$ cat config.mk
export PLATFORM = sky130hd
export DESIGN_NAME = least_loaded_task_dispatcher
export DESIGN_NICKNAME = d
export VERILOG_FILES = /design/src/hdl/lltd_pkg.sv /design/src/hdl/least_loaded_task_dispatcher.sv /design/src/hdl/lltd_cell.sv
export SDC_FILE = /design/constraint.sdc
export NUM_CORES = 2
export LEC_CHECK = 0
export BUFFER_PORTS_ARGS = -buffer_cell sky130_fd_sc_hd__buf_4
export CAP_MARGIN = 20
export CORE_MARGIN = 5
export CORE_UTILIZATION = 57
export CTS_BUF_LIST = sky130_fd_sc_hd__clkbuf_8
export CTS_CLUSTER_DIAMETER = 100
export DETAILED_ROUTE_END_ITERATION = 10
export PLACE_DENSITY = 0.83
export SLEW_MARGIN = 20
export SYNTH_ARGS = -nofsm -noshare
export SYNTH_HDL_FRONTEND = slang
export SYNTH_HIERARCHICAL = 1
export SYNTH_SLANG_ARGS = --single-unit
$ cat constraint.sdc
create_clock -name clock -period 12.9 [get_ports clock]
set_clock_uncertainty 0.05 [all_clocks]
set_input_delay 0.645 -clock clock [delete_from_list [all_inputs] [get_ports clock]]
set_output_delay 0.645 -clock clock [all_outputs]
set_load 0.01 [all_outputs]
$ cat src/hdl/lltd_pkg.sv
// ----------------------------------------------------------------------------
// lltd_pkg
// Shared widths, defaults and field layout for the least-loaded dispatcher.
// ----------------------------------------------------------------------------
package lltd_pkg;

   localparam int DEF_MAX_WORKERS = 16;
   localparam int DEF_MAX_TASKS   = 1024;

   localparam int LOAD_W = 32;
   localparam int TIME_W = 16;
   localparam int WC_W   = 5;

   localparam logic [WC_W-1:0] WC_RESET = 5'd16;

   localparam int WORKER_W  = 4;
   localparam int TASKNUM_W = 11;
   localparam int SLOT_W    = 10;

   localparam int REQ_DATA_W = 16;
   localparam int RSP_DATA_W = 64;

endpackage

$ cat src/hdl/least_loaded_task_dispatcher.sv
// ----------------------------------------------------------------------------
// least_loaded_task_dispatcher
// Greedy list scheduler: assigns each task to the least loaded worker.
// ----------------------------------------------------------------------------
//  group   dir  signals                      contents
//  req     in   tvalid/tready/tdata/tuser    task_time; tuser = first_task
//  rsp     out  tvalid/tready/tdata          worker, task no, slot, new load
//  csr     in   wr_en/wr_data                worker_count
//
//  For each word the scan word walks the cell chain one worker per cycle;
//  then the minimum is captured and the update is committed.
//  Reset clears all loads, counts and the task number; worker_count = 16.
//  A new word is taken while the previous result waits in the output register;
//  the commit waits for that register to drain.
// ----------------------------------------------------------------------------
module least_loaded_task_dispatcher #(
   parameter int MAX_WORKERS = lltd_pkg::DEF_MAX_WORKERS,
   parameter int MAX_TASKS   = lltd_pkg::DEF_MAX_TASKS
) (
   input  logic                                clock,
   input  logic                                reset,
   // task_time [15:0]
   input  logic [lltd_pkg::REQ_DATA_W-1:0]     req_tdata,
   // first_task [0]
   input  logic                                req_tuser,
   input  logic                                req_tvalid,
   output logic                                req_tready,
   // assigned_worker [3:0], task_number [14:4], slot_in_worker [24:15],
   // worker_load_after [56:25], zero [63:57]
   output logic [lltd_pkg::RSP_DATA_W-1:0]     rsp_tdata,
   output logic                                rsp_tvalid,
   input  logic                                rsp_tready,
   input  logic                                csr_wr_en,
   input  logic [lltd_pkg::WC_W-1:0]           csr_wr_data
);

   localparam int IDX_W = (MAX_WORKERS > 1) ? $clog2(MAX_WORKERS) : 1;
   localparam int CNT_W = $clog2(MAX_TASKS + 1);
   localparam int NW    = $clog2(MAX_WORKERS + 1);
   localparam int LW    = lltd_pkg::LOAD_W;
   localparam int PAD_W = lltd_pkg::RSP_DATA_W - lltd_pkg::WORKER_W
                          - lltd_pkg::TASKNUM_W - lltd_pkg::SLOT_W - LW;

   typedef struct packed {
      logic             valid;
      logic             found;
      logic [IDX_W-1:0] idx;
      logic [LW-1:0]    load;
      logic [CNT_W-1:0] cnt;
   } token_type;

   typedef struct packed {
      logic             en;
      logic [IDX_W-1:0] idx;
      logic [LW-1:0]    load;
      logic [CNT_W-1:0] cnt;
   } update_type;

   typedef enum logic [1:0] {
      ST_IDLE,
      ST_SCAN,
      ST_COMMIT
   } state_type;

   state_type                       state_ff;
   logic [lltd_pkg::WC_W-1:0]       wc_ff;
   logic [lltd_pkg::TIME_W-1:0]     time_ff;
   logic                            start_ff;
   logic [CNT_W-1:0]                seen_ff, seen_in;
   logic [IDX_W-1:0]                best_idx_ff;
   logic [LW-1:0]                   best_load_ff;
   logic [CNT_W-1:0]                best_cnt_ff;
   logic                            rsp_valid_ff;
   logic [lltd_pkg::RSP_DATA_W-1:0] rsp_data_ff;

   logic             accept, clear, commit;
   logic [NW-1:0]    active_n;
   logic [LW:0]      sum;
   logic [LW-1:0]    new_load;
   logic             cnt_sat;
   logic [CNT_W-1:0] slot, new_cnt;
   token_type        tok [MAX_WORKERS+1];
   token_type        last;
   update_type       upd;

   assign req_tready = (state_ff == ST_IDLE);
   assign accept     = req_tvalid && req_tready;
   assign clear      = accept && req_tuser;
   assign commit     = (state_ff == ST_COMMIT) && (!rsp_valid_ff || rsp_tready);
   assign rsp_tvalid = rsp_valid_ff;
   assign rsp_tdata  = rsp_data_ff;

   always_ff @(posedge clock) begin
      if (reset) begin
         wc_ff <= lltd_pkg::WC_RESET;
      end else if (csr_wr_en) begin
         wc_ff <= csr_wr_data;
      end
   end

   always_comb begin
      if (wc_ff == '0) begin
         active_n = NW'(1);
      end else if (32'(wc_ff) > 32'(MAX_WORKERS)) begin
         active_n = NW'(MAX_WORKERS);
      end else begin
         active_n = NW'(wc_ff);
      end
   end

   // scan word injected at the head of the chain
   always_comb begin
      tok[0]       = '0;
      tok[0].valid = start_ff;
   end

   assign last = tok[MAX_WORKERS];

   for (genvar i = 0; i < MAX_WORKERS; i++) begin : g_cell
      lltd_cell #(
         .MAX_WORKERS (MAX_WORKERS),
         .MAX_TASKS   (MAX_TASKS),
         .INDEX       (i)
      ) u_cell (
         .clock        (clock),
         .reset        (reset),
         .clear        (clear),
         .active_count (active_n),
         .tok_in       (tok[i]),
         .tok_out      (tok[i+1]),
         .upd          (upd)
      );
   end

   assign sum      = {1'b0, best_load_ff} + (LW+1)'(time_ff);
   assign new_load = sum[LW] ? '1 : sum[LW-1:0];
   assign cnt_sat  = best_cnt_ff >= CNT_W'(MAX_TASKS);
   assign slot     = cnt_sat ? CNT_W'(MAX_TASKS - 1) : best_cnt_ff;
   assign new_cnt  = cnt_sat ? best_cnt_ff : CNT_W'(best_cnt_ff + 1'b1);
   assign seen_in  = (seen_ff < CNT_W'(MAX_TASKS)) ? CNT_W'(seen_ff + 1'b1) : seen_ff;

   always_comb begin
      upd.en   = commit;
      upd.idx  = best_idx_ff;
      upd.load = new_load;
      upd.cnt  = new_cnt;
   end

   always_ff @(posedge clock) begin
      if (reset) begin
         state_ff     <= ST_IDLE;
         start_ff     <= 1'b0;
         seen_ff      <= '0;
         rsp_valid_ff <= 1'b0;
      end else begin
         start_ff <= 1'b0;
         if (rsp_tready) begin
            rsp_valid_ff <= 1'b0;
         end
         unique case (state_ff)
            ST_IDLE: begin
               if (accept) begin
                  time_ff  <= req_tdata[lltd_pkg::TIME_W-1:0];
                  start_ff <= 1'b1;
                  state_ff <= ST_SCAN;
                  if (req_tuser) begin
                     seen_ff <= '0;
                  end
               end
            end
            ST_SCAN: begin
               if (last.valid) begin
                  best_idx_ff  <= last.idx;
                  best_load_ff <= last.load;
                  best_cnt_ff  <= last.cnt;
                  state_ff     <= ST_COMMIT;
               end
            end
            ST_COMMIT: begin
               if (commit) begin
                  seen_ff      <= seen_in;
                  rsp_valid_ff <= 1'b1;
                  rsp_data_ff  <= {PAD_W'(0), new_load,
                                   lltd_pkg::SLOT_W'(slot),
                                   lltd_pkg::TASKNUM_W'(seen_in),
                                   lltd_pkg::WORKER_W'(best_idx_ff)};
                  state_ff     <= ST_IDLE;
               end
            end
            default: state_ff <= ST_IDLE;
         endcase
      end
   end

   a_scan_only_in_scan: assert property (@(posedge clock) disable iff (reset)
      last.valid |-> (state_ff == ST_SCAN))
      else $error("scan word left the chain outside of a scan");

   a_scan_found: assert property (@(posedge clock) disable iff (reset)
      last.valid |-> last.found)
      else $error("scan finished without a chosen worker");

   a_accept_starts: assert property (@(posedge clock) disable iff (reset)
      accept |=> (start_ff && (state_ff == ST_SCAN)))
      else $error("accepted word did not start a scan");

   a_commit_shows: assert property (@(posedge clock) disable iff (reset)
      commit |=> (rsp_valid_ff && (state_ff == ST_IDLE)))
      else $error("commit did not present a result");

   a_seen_bound: assert property (@(posedge clock) disable iff (reset)
      seen_ff <= CNT_W'(MAX_TASKS))
      else $error("task number beyond its limit");

endmodule

$ cat src/hdl/lltd_cell.sv
// ----------------------------------------------------------------------------
// lltd_cell
// One worker: holds its load and task count, compares against the passing
// scan word and forwards the running minimum to the next cell.
// ----------------------------------------------------------------------------
module lltd_cell #(
   parameter int MAX_WORKERS = lltd_pkg::DEF_MAX_WORKERS,
   parameter int MAX_TASKS   = lltd_pkg::DEF_MAX_TASKS,
   parameter int INDEX       = 0
) (
   input  logic clock,
   input  logic reset,
   input  logic clear,
   input  logic [$clog2(MAX_WORKERS+1)-1:0] active_count,
   input  logic [1+1+((MAX_WORKERS > 1) ? $clog2(MAX_WORKERS) : 1)
                 +lltd_pkg::LOAD_W+$clog2(MAX_TASKS+1)-1:0] tok_in,
   output logic [1+1+((MAX_WORKERS > 1) ? $clog2(MAX_WORKERS) : 1)
                 +lltd_pkg::LOAD_W+$clog2(MAX_TASKS+1)-1:0] tok_out,
   input  logic [1+((MAX_WORKERS > 1) ? $clog2(MAX_WORKERS) : 1)
                 +lltd_pkg::LOAD_W+$clog2(MAX_TASKS+1)-1:0] upd
);

   localparam int IDX_W = (MAX_WORKERS > 1) ? $clog2(MAX_WORKERS) : 1;
   localparam int CNT_W = $clog2(MAX_TASKS + 1);
   localparam int NW    = $clog2(MAX_WORKERS + 1);

   typedef struct packed {
      logic                        valid;
      logic                        found;
      logic [IDX_W-1:0]            idx;
      logic [lltd_pkg::LOAD_W-1:0] load;
      logic [CNT_W-1:0]            cnt;
   } token_type;

   typedef struct packed {
      logic                        en;
      logic [IDX_W-1:0]            idx;
      logic [lltd_pkg::LOAD_W-1:0] load;
      logic [CNT_W-1:0]            cnt;
   } update_type;

   localparam logic [IDX_W-1:0] MY_IDX = IDX_W'(INDEX);

   token_type                   tin;
   token_type                   tok_ff, tok_in_nxt;
   update_type                  u;
   logic [lltd_pkg::LOAD_W-1:0] load_ff, load_in;
   logic [CNT_W-1:0]            cnt_ff, cnt_in;
   logic                        active, take;

   assign tin     = token_type'(tok_in);
   assign u       = update_type'(upd);
   assign tok_out = tok_ff;

   assign active = NW'(INDEX) < active_count;
   assign take   = tin.valid && active && (!tin.found || (load_ff < tin.load));

   always_comb begin
      tok_in_nxt = tin;
      if (take) begin
         tok_in_nxt.found = 1'b1;
         tok_in_nxt.idx   = MY_IDX;
         tok_in_nxt.load  = load_ff;
         tok_in_nxt.cnt   = cnt_ff;
      end
   end

   always_comb begin
      load_in = load_ff;
      cnt_in  = cnt_ff;
      if (clear) begin
         load_in = '0;
         cnt_in  = '0;
      end else if (u.en && (u.idx == MY_IDX)) begin
         load_in = u.load;
         cnt_in  = u.cnt;
      end
   end

   always_ff @(posedge clock) begin
      if (reset) begin
         tok_ff  <= '0;
         load_ff <= '0;
         cnt_ff  <= '0;
      end else begin
         tok_ff  <= tok_in_nxt;
         load_ff <= load_in;
         cnt_ff  <= cnt_in;
      end
   end

endmodule
# After elaboration in Yosys (flattened, before gate mapping)
# Index checks and enable logic that the tools add are counted.
# W data, S select, Z words.
classes:
  add_sub_neg: 3
  n_mul: 0
  div: 0
  n_lt_le_gt_ge: 34
  eq_ne: 21
  n_shift: 0
  mux: 33
  bitwise_logic: 3
  reduce_logical: 108
ops:
  columns: ["operator", "count"]
  rows:
  - ["$mux W48", 15]
  - ["$lt A32 B32 Y1", 15]
  - ["$mux W11", 5]
  - ["$logic_and A1 B1 Y1", 50]
  - ["$mux W47", 1]
  - ["$lt A4 B5 Y1 const A", 8]
  - ["$reduce_or A2 Y1", 17]
  - ["$add A32 B16 Y33", 1]
  - ["$eq A4 B4 Y1 const B", 8]
  - ["$mux W32", 1]
  - ["$add A11 B1 Y11 const B", 2]
  - ["$pmux W11 S2", 1]
  - ["$lt A3 B5 Y1 const A", 4]
  - ["$eq A4 B3 Y1 const B", 4]
  - ["$logic_not A1 Y1", 16]
  - ["$logic_or A1 B1 Y1", 16]
  - ["$reduce_and A3 Y1", 4]
  - ["$ge A11 B11 Y1 const B", 1]
  - ["$lt A11 B11 Y1 const B", 1]
  - ["$lt A1 B5 Y1 const A", 2]
  - ["$lt A2 B5 Y1 const A", 2]
  - ["$mux W5", 2]
  - ["$eq A4 B2 Y1 const B", 2]
  - ["$mux W2", 3]
  - ["other kinds (14)", 21]
word_totals:
  ff_bits: 1611
  latchBits: 0
  mem_bits_rw: 0
  mem_bits_ro: 0
  inputBits: 27
  out_inout_bits: 66
  word_cells: 338
  n_memories: 0

# Depth between registers and ports, before layout
depth:
  ltp_word: 7
  depth_mapped: 11
  ltp_nobuf: 10

# Cells and area by module
# Netlist, hierarchy kept.
by_module_without_submodules:
  columns: ["mod", "n_inst", "cells_per_inst", "area_each_um2", "seq_area_each_um2"]
  rows:
  - ["least_loaded_task_dispatcher", 1, 508, 6480.0, 4003.8]
  - ["lltd_cell at g_cell[12].u_cell", 1, 502, 4438.0, 1841.8]
  - ["lltd_cell at g_cell[0].u_cell", 1, 508, 4425.5, 1841.8]
  - ["lltd_cell at g_cell[1].u_cell", 1, 507, 4421.7, 1841.8]
  - ["lltd_cell at g_cell[14].u_cell", 1, 508, 4410.5, 1841.8]
  - ["lltd_cell at g_cell[7].u_cell", 1, 507, 4410.5, 1841.8]
  - ["lltd_cell at g_cell[5].u_cell", 1, 508, 4409.2, 1841.8]
  - ["lltd_cell at g_cell[11].u_cell", 1, 508, 4406.7, 1841.8]
  - ["lltd_cell at g_cell[3].u_cell", 1, 507, 4404.2, 1841.8]
  - ["lltd_cell at g_cell[10].u_cell", 1, 506, 4395.5, 1841.8]
  - ["lltd_cell at g_cell[2].u_cell", 1, 506, 4386.7, 1841.8]
  - ["lltd_cell at g_cell[4].u_cell", 1, 507, 4385.5, 1841.8]
  - ["lltd_cell at g_cell[8].u_cell", 1, 507, 4383.0, 1841.8]
  - ["lltd_cell at g_cell[15].u_cell", 1, 504, 4365.4, 1841.8]
  - ["+3 rows", null, null, null, null]

# Worst setup path before layout
# Ideal clock, no wire load.
synth_timing:
  path_type: "input-to-reg"
  startpoint: "input port reset"
  endpoint: "register best_cnt_ff[0] (enable)"
  setup_ns: 0.510
  arrival_ns: 4.089
  required_time_ns: 12.340
  slack_ns: 8.251
  path_stages: 2
  path_buffers: 1
  path_cell_list: "clkbuf_1 nor3_1"
synth_via:
  elab_chain_len: 2
synth_lines:
  columns: ["item", "line", "text"]
  rows:
  - ["start: declaration", "least_loaded_task_dispatcher.sv:21", "input logic reset,"]
  - ["$not A1 Y1 (no line)", null, null]
  - ["$reduce_and A3 Y1 (no line)", null, null]
  - ["end signal: assignment", "least_loaded_task_dispatcher.sv:175", "best_cnt_ff <= last.cnt;"]
  - ["end: declaration", "least_loaded_task_dispatcher.sv:72", "logic [CNT_W-1:0] best_cnt_ff;"]
# Every way passes these cells.
# A chain may end at the register's enable or synchronous reset.

# Worst setup path in the final report
layout_timing:
  startpoint: "register g_cell[12].u_cell.tok_ff (netlist bit g_cell[12].u_cell/tok_out[25])"
  endpoint: "register g_cell[13].u_cell.tok_ff (netlist bit g_cell[13].u_cell/tok_out[8])"
layout_via:
  elab_chain_len: 4
layout_lines:
  columns: ["item", "line", "text"]
  rows:
  - ["start: declaration", "lltd_cell.sv:45", "token_type tok_ff, tok_in_nxt;"]
  - ["start signal: assignment", "lltd_cell.sv:86", "tok_ff <= tok_in_nxt;"]
  - ["$lt A32 B32 Y1", "lltd_cell.sv:56", "assign take = tin.valid && active && (!tin.found || (load_ff < tin.load));"]
  - ["$logic_or A1 B1 Y1", "lltd_cell.sv:56", null]
  - ["$logic_and A1 B1 Y1", "lltd_cell.sv:56", null]
  - ["$mux W48", "lltd_cell.sv:60", "if (take) begin"]
  - ["end signal: assignment", "lltd_cell.sv:86", null]
  - ["end: declaration", "lltd_cell.sv:45", null]
# Every way passes these cells.

==> flow_summary.yaml <==
route:
  wl_um: 203400
  drc: 0
  vias: 60540
  wl_met1_um: 76940
  antenna_left: 0
  dr_wl_met2_um: 98090
  met3_length_um: 13690
  wl_per_cell_um: 19.15
  drt_iter0_drc: 5355
  viasPerCell: 5.700
  routed.top_layer: "met5"
  dr.pass1.iters: 9
timing:
  worst_slew_pin_slew_ns: 1.159
  rsz0062_at_grt: "no"
  finalSetupTns_ns: 0
  slew_headroom_pct: 22.25
  fmax_mhz: 243.0
  fin_crit_sh_pct: 31.90
  final_max_slew_viol_count: 0
  hold_viol: 0
  fin_crit_ns: 4.115
  timing.hold.ws_ns: 0.1823
  finalSetupViolCount: 0
power:
  cellPowerDensity_nw_per_um2: 115.3
  p_leak_nw: 28.75
  ir_worst_vdd_mv: 0.09362
floorplan:
  num_rows: 134
  ios: 93
  start_util_pct: 57.31
  core-area_sq_um: 133500
  die_area_sq_um: 141600
  fp.dieW_um: 376.3
  fp.dieH_um: 376.3
setup_path:
  required_ns: 13.70
  reg2reg_slack_ns: 8.79
  worstSetupPathType: "reg2reg"
  cp_max_fo: 46
  start_kind: "flip-flop"
  rr_endpoint: "g_cell[13].u_cell/tok_out[8]"
  reg2reg_depth: 9
  r2r_start: "g_cell[12].u_cell/tok_out[25]"
  worstPathArrival_ns: 4.91
  cp-end-kind: "flip-flop"
hold_path:
  hold_depth: 2
  holdCritPathClass: "in2reg"
  holdCritStartpoint: "reset"
  holdPathEnd: "g_cell[4].u_cell/tok_out[47]"
clock_tree:
  root_buffer: "clkbuf_8"
  clk_path_buf_depth: 3
  path_clk_slew_ns: 0.07
  clock_latency_ns: 0.97
  cts.sinks: 1611
  numCtsBuffers: 235
  cts_setup_buffers: 0
  cts-htree-levels: 4
  cts_tree: "built"
global_route:
  grt_pass1_wl_um: 316900
  grt_pass1_vias: 59520
  antenna_found_initial: 6
  grt_usage_pct: 27.71
  grt_max_degree: 290
  grt_overflow: 0
placement:
  port_buffers: 85
  post-dp-hpwl_um: 133400
  dp.cells: 10160
  dpl_cell_area_sq_um: 78150
  place_congestion: 0.8851
finish:
  final_cell_mix: "nand2_1 (1577), dfxtp_1 (1491), nand2b_1 (1148)"
  final_common_cell: "nand2_1"
  syn_to_final_growth_pct: 8.897
  finish.utilization_pct: 62.41
  fin_area_sq_um: 83290
  nFillCells: 10590
  drive_gt1_share_pct: 8.002
  finalNonFillerCells: 10620
  nets: 9202
synthesis:
  syn-instance-count: 8629
  avgSynthCellArea_sq_um: 8.864
  yosys_warnings: 6
  syn-cell-area_sq_um: 76490
outcome:
  status: "completed"
flow_run:
  maxCapViolations: 0
stage by stage:
| stage | total power [mW] | worst slack (ns) |
|---|---|---|
| final | 9.606 | 8.785 |
| after global routing | 9.907 | 8.697 |
| after CTS | 9.644 | 8.852 |
| after detailed placement | 5.542 | 8.448 |
| after global placement | 5.533 | 8.572 |
| after floorplan | 5.430 | 8.251 |
layout make-up:
class / count / area (sq um) / area share [%]
timing repair buffer: 217 / 1735 / 2.084
clock inverter: 126 / 713.2 / 0.8562
inverter: 543 / 2038 / 2.447
multi-input combinational: 6051 / 39000 / 46.82
sequential: 1611 / 33450 / 40.16
tap: 1768 / 2212 / 2.656
antenna: 5 / 12.51 / 0.01502
clock buffer: 300 / 4129 / 4.957
power by group:
group / switching [mW] / total (mW) / internal [mW] / leakage (nW)
registers: 0.0194 / 5.08 / 5.06 / 13.1
clock network: 1.97 / 4.15 / 2.18 / 2.80
logic: 0.244 / 0.375 / 0.131 / 12.8
total: 2.23 / 9.61 / 7.37 / 28.7
critical path, stage by stage (launching register included):
cell and delay, ns:
dfxtp_1 0.34, inv_1 0.05, ha_1 0.31, nand4_1 0.14, nor3_1 0.73, o311ai_1 0.55, a31oi_4 0.93, buf_4 0.50
o21ai_0 0.17, a21oi_1 0.18
layer usage:
layer	GRT usage [%]	vias to the layer above
met5	0	-
met4	18.58	2
met3	4.812	780
met2	47.83	2327
met1	31.38	28780
li1	-	28660
sequential cells by signal (all words and copies together), names as in the netlist:
name and cells:
g_cell.u_cell/tok_out 783, best_cnt_ff 11, best_load_ff 32, g_cell.u_cell/load_ff 512
g_cell.u_cell/cnt_ff 176, time_ff 16, start_ff 1, rsp_tvalid 1
wc_ff 5, state_ff 2, rsp_tdata 57, best_idx_ff 4
seen_ff 11
worst max-delay path by stage:
stage / start / endpoint / slack [ns] / cells past startpoint
floorplan: reset / best_cnt_ff[0] / 8.25 / 2
global placement: reset / g_cell[15].u_cell/cnt_ff[6] / 8.57 / 7
detailed placement: reset / g_cell[15].u_cell/load_ff[11] / 8.45 / 7
CTS: g_cell[12].u_cell/tok_out[25] / g_cell[13].u_cell/tok_out[8] / 8.85 / 9
global route: g_cell[12].u_cell/tok_out[25] / g_cell[13].u_cell/tok_out[11] / 8.70 / 9
finish: g_cell[12].u_cell/tok_out[25] / g_cell[13].u_cell/tok_out[8] / 8.79 / 9
what timing repair did:
action,in CTS,in global routing
hold buffers,28,0
endpoints found under the hold margin,24,0
gates resized for setup,0,0
(Power assumes the default switching activity.)
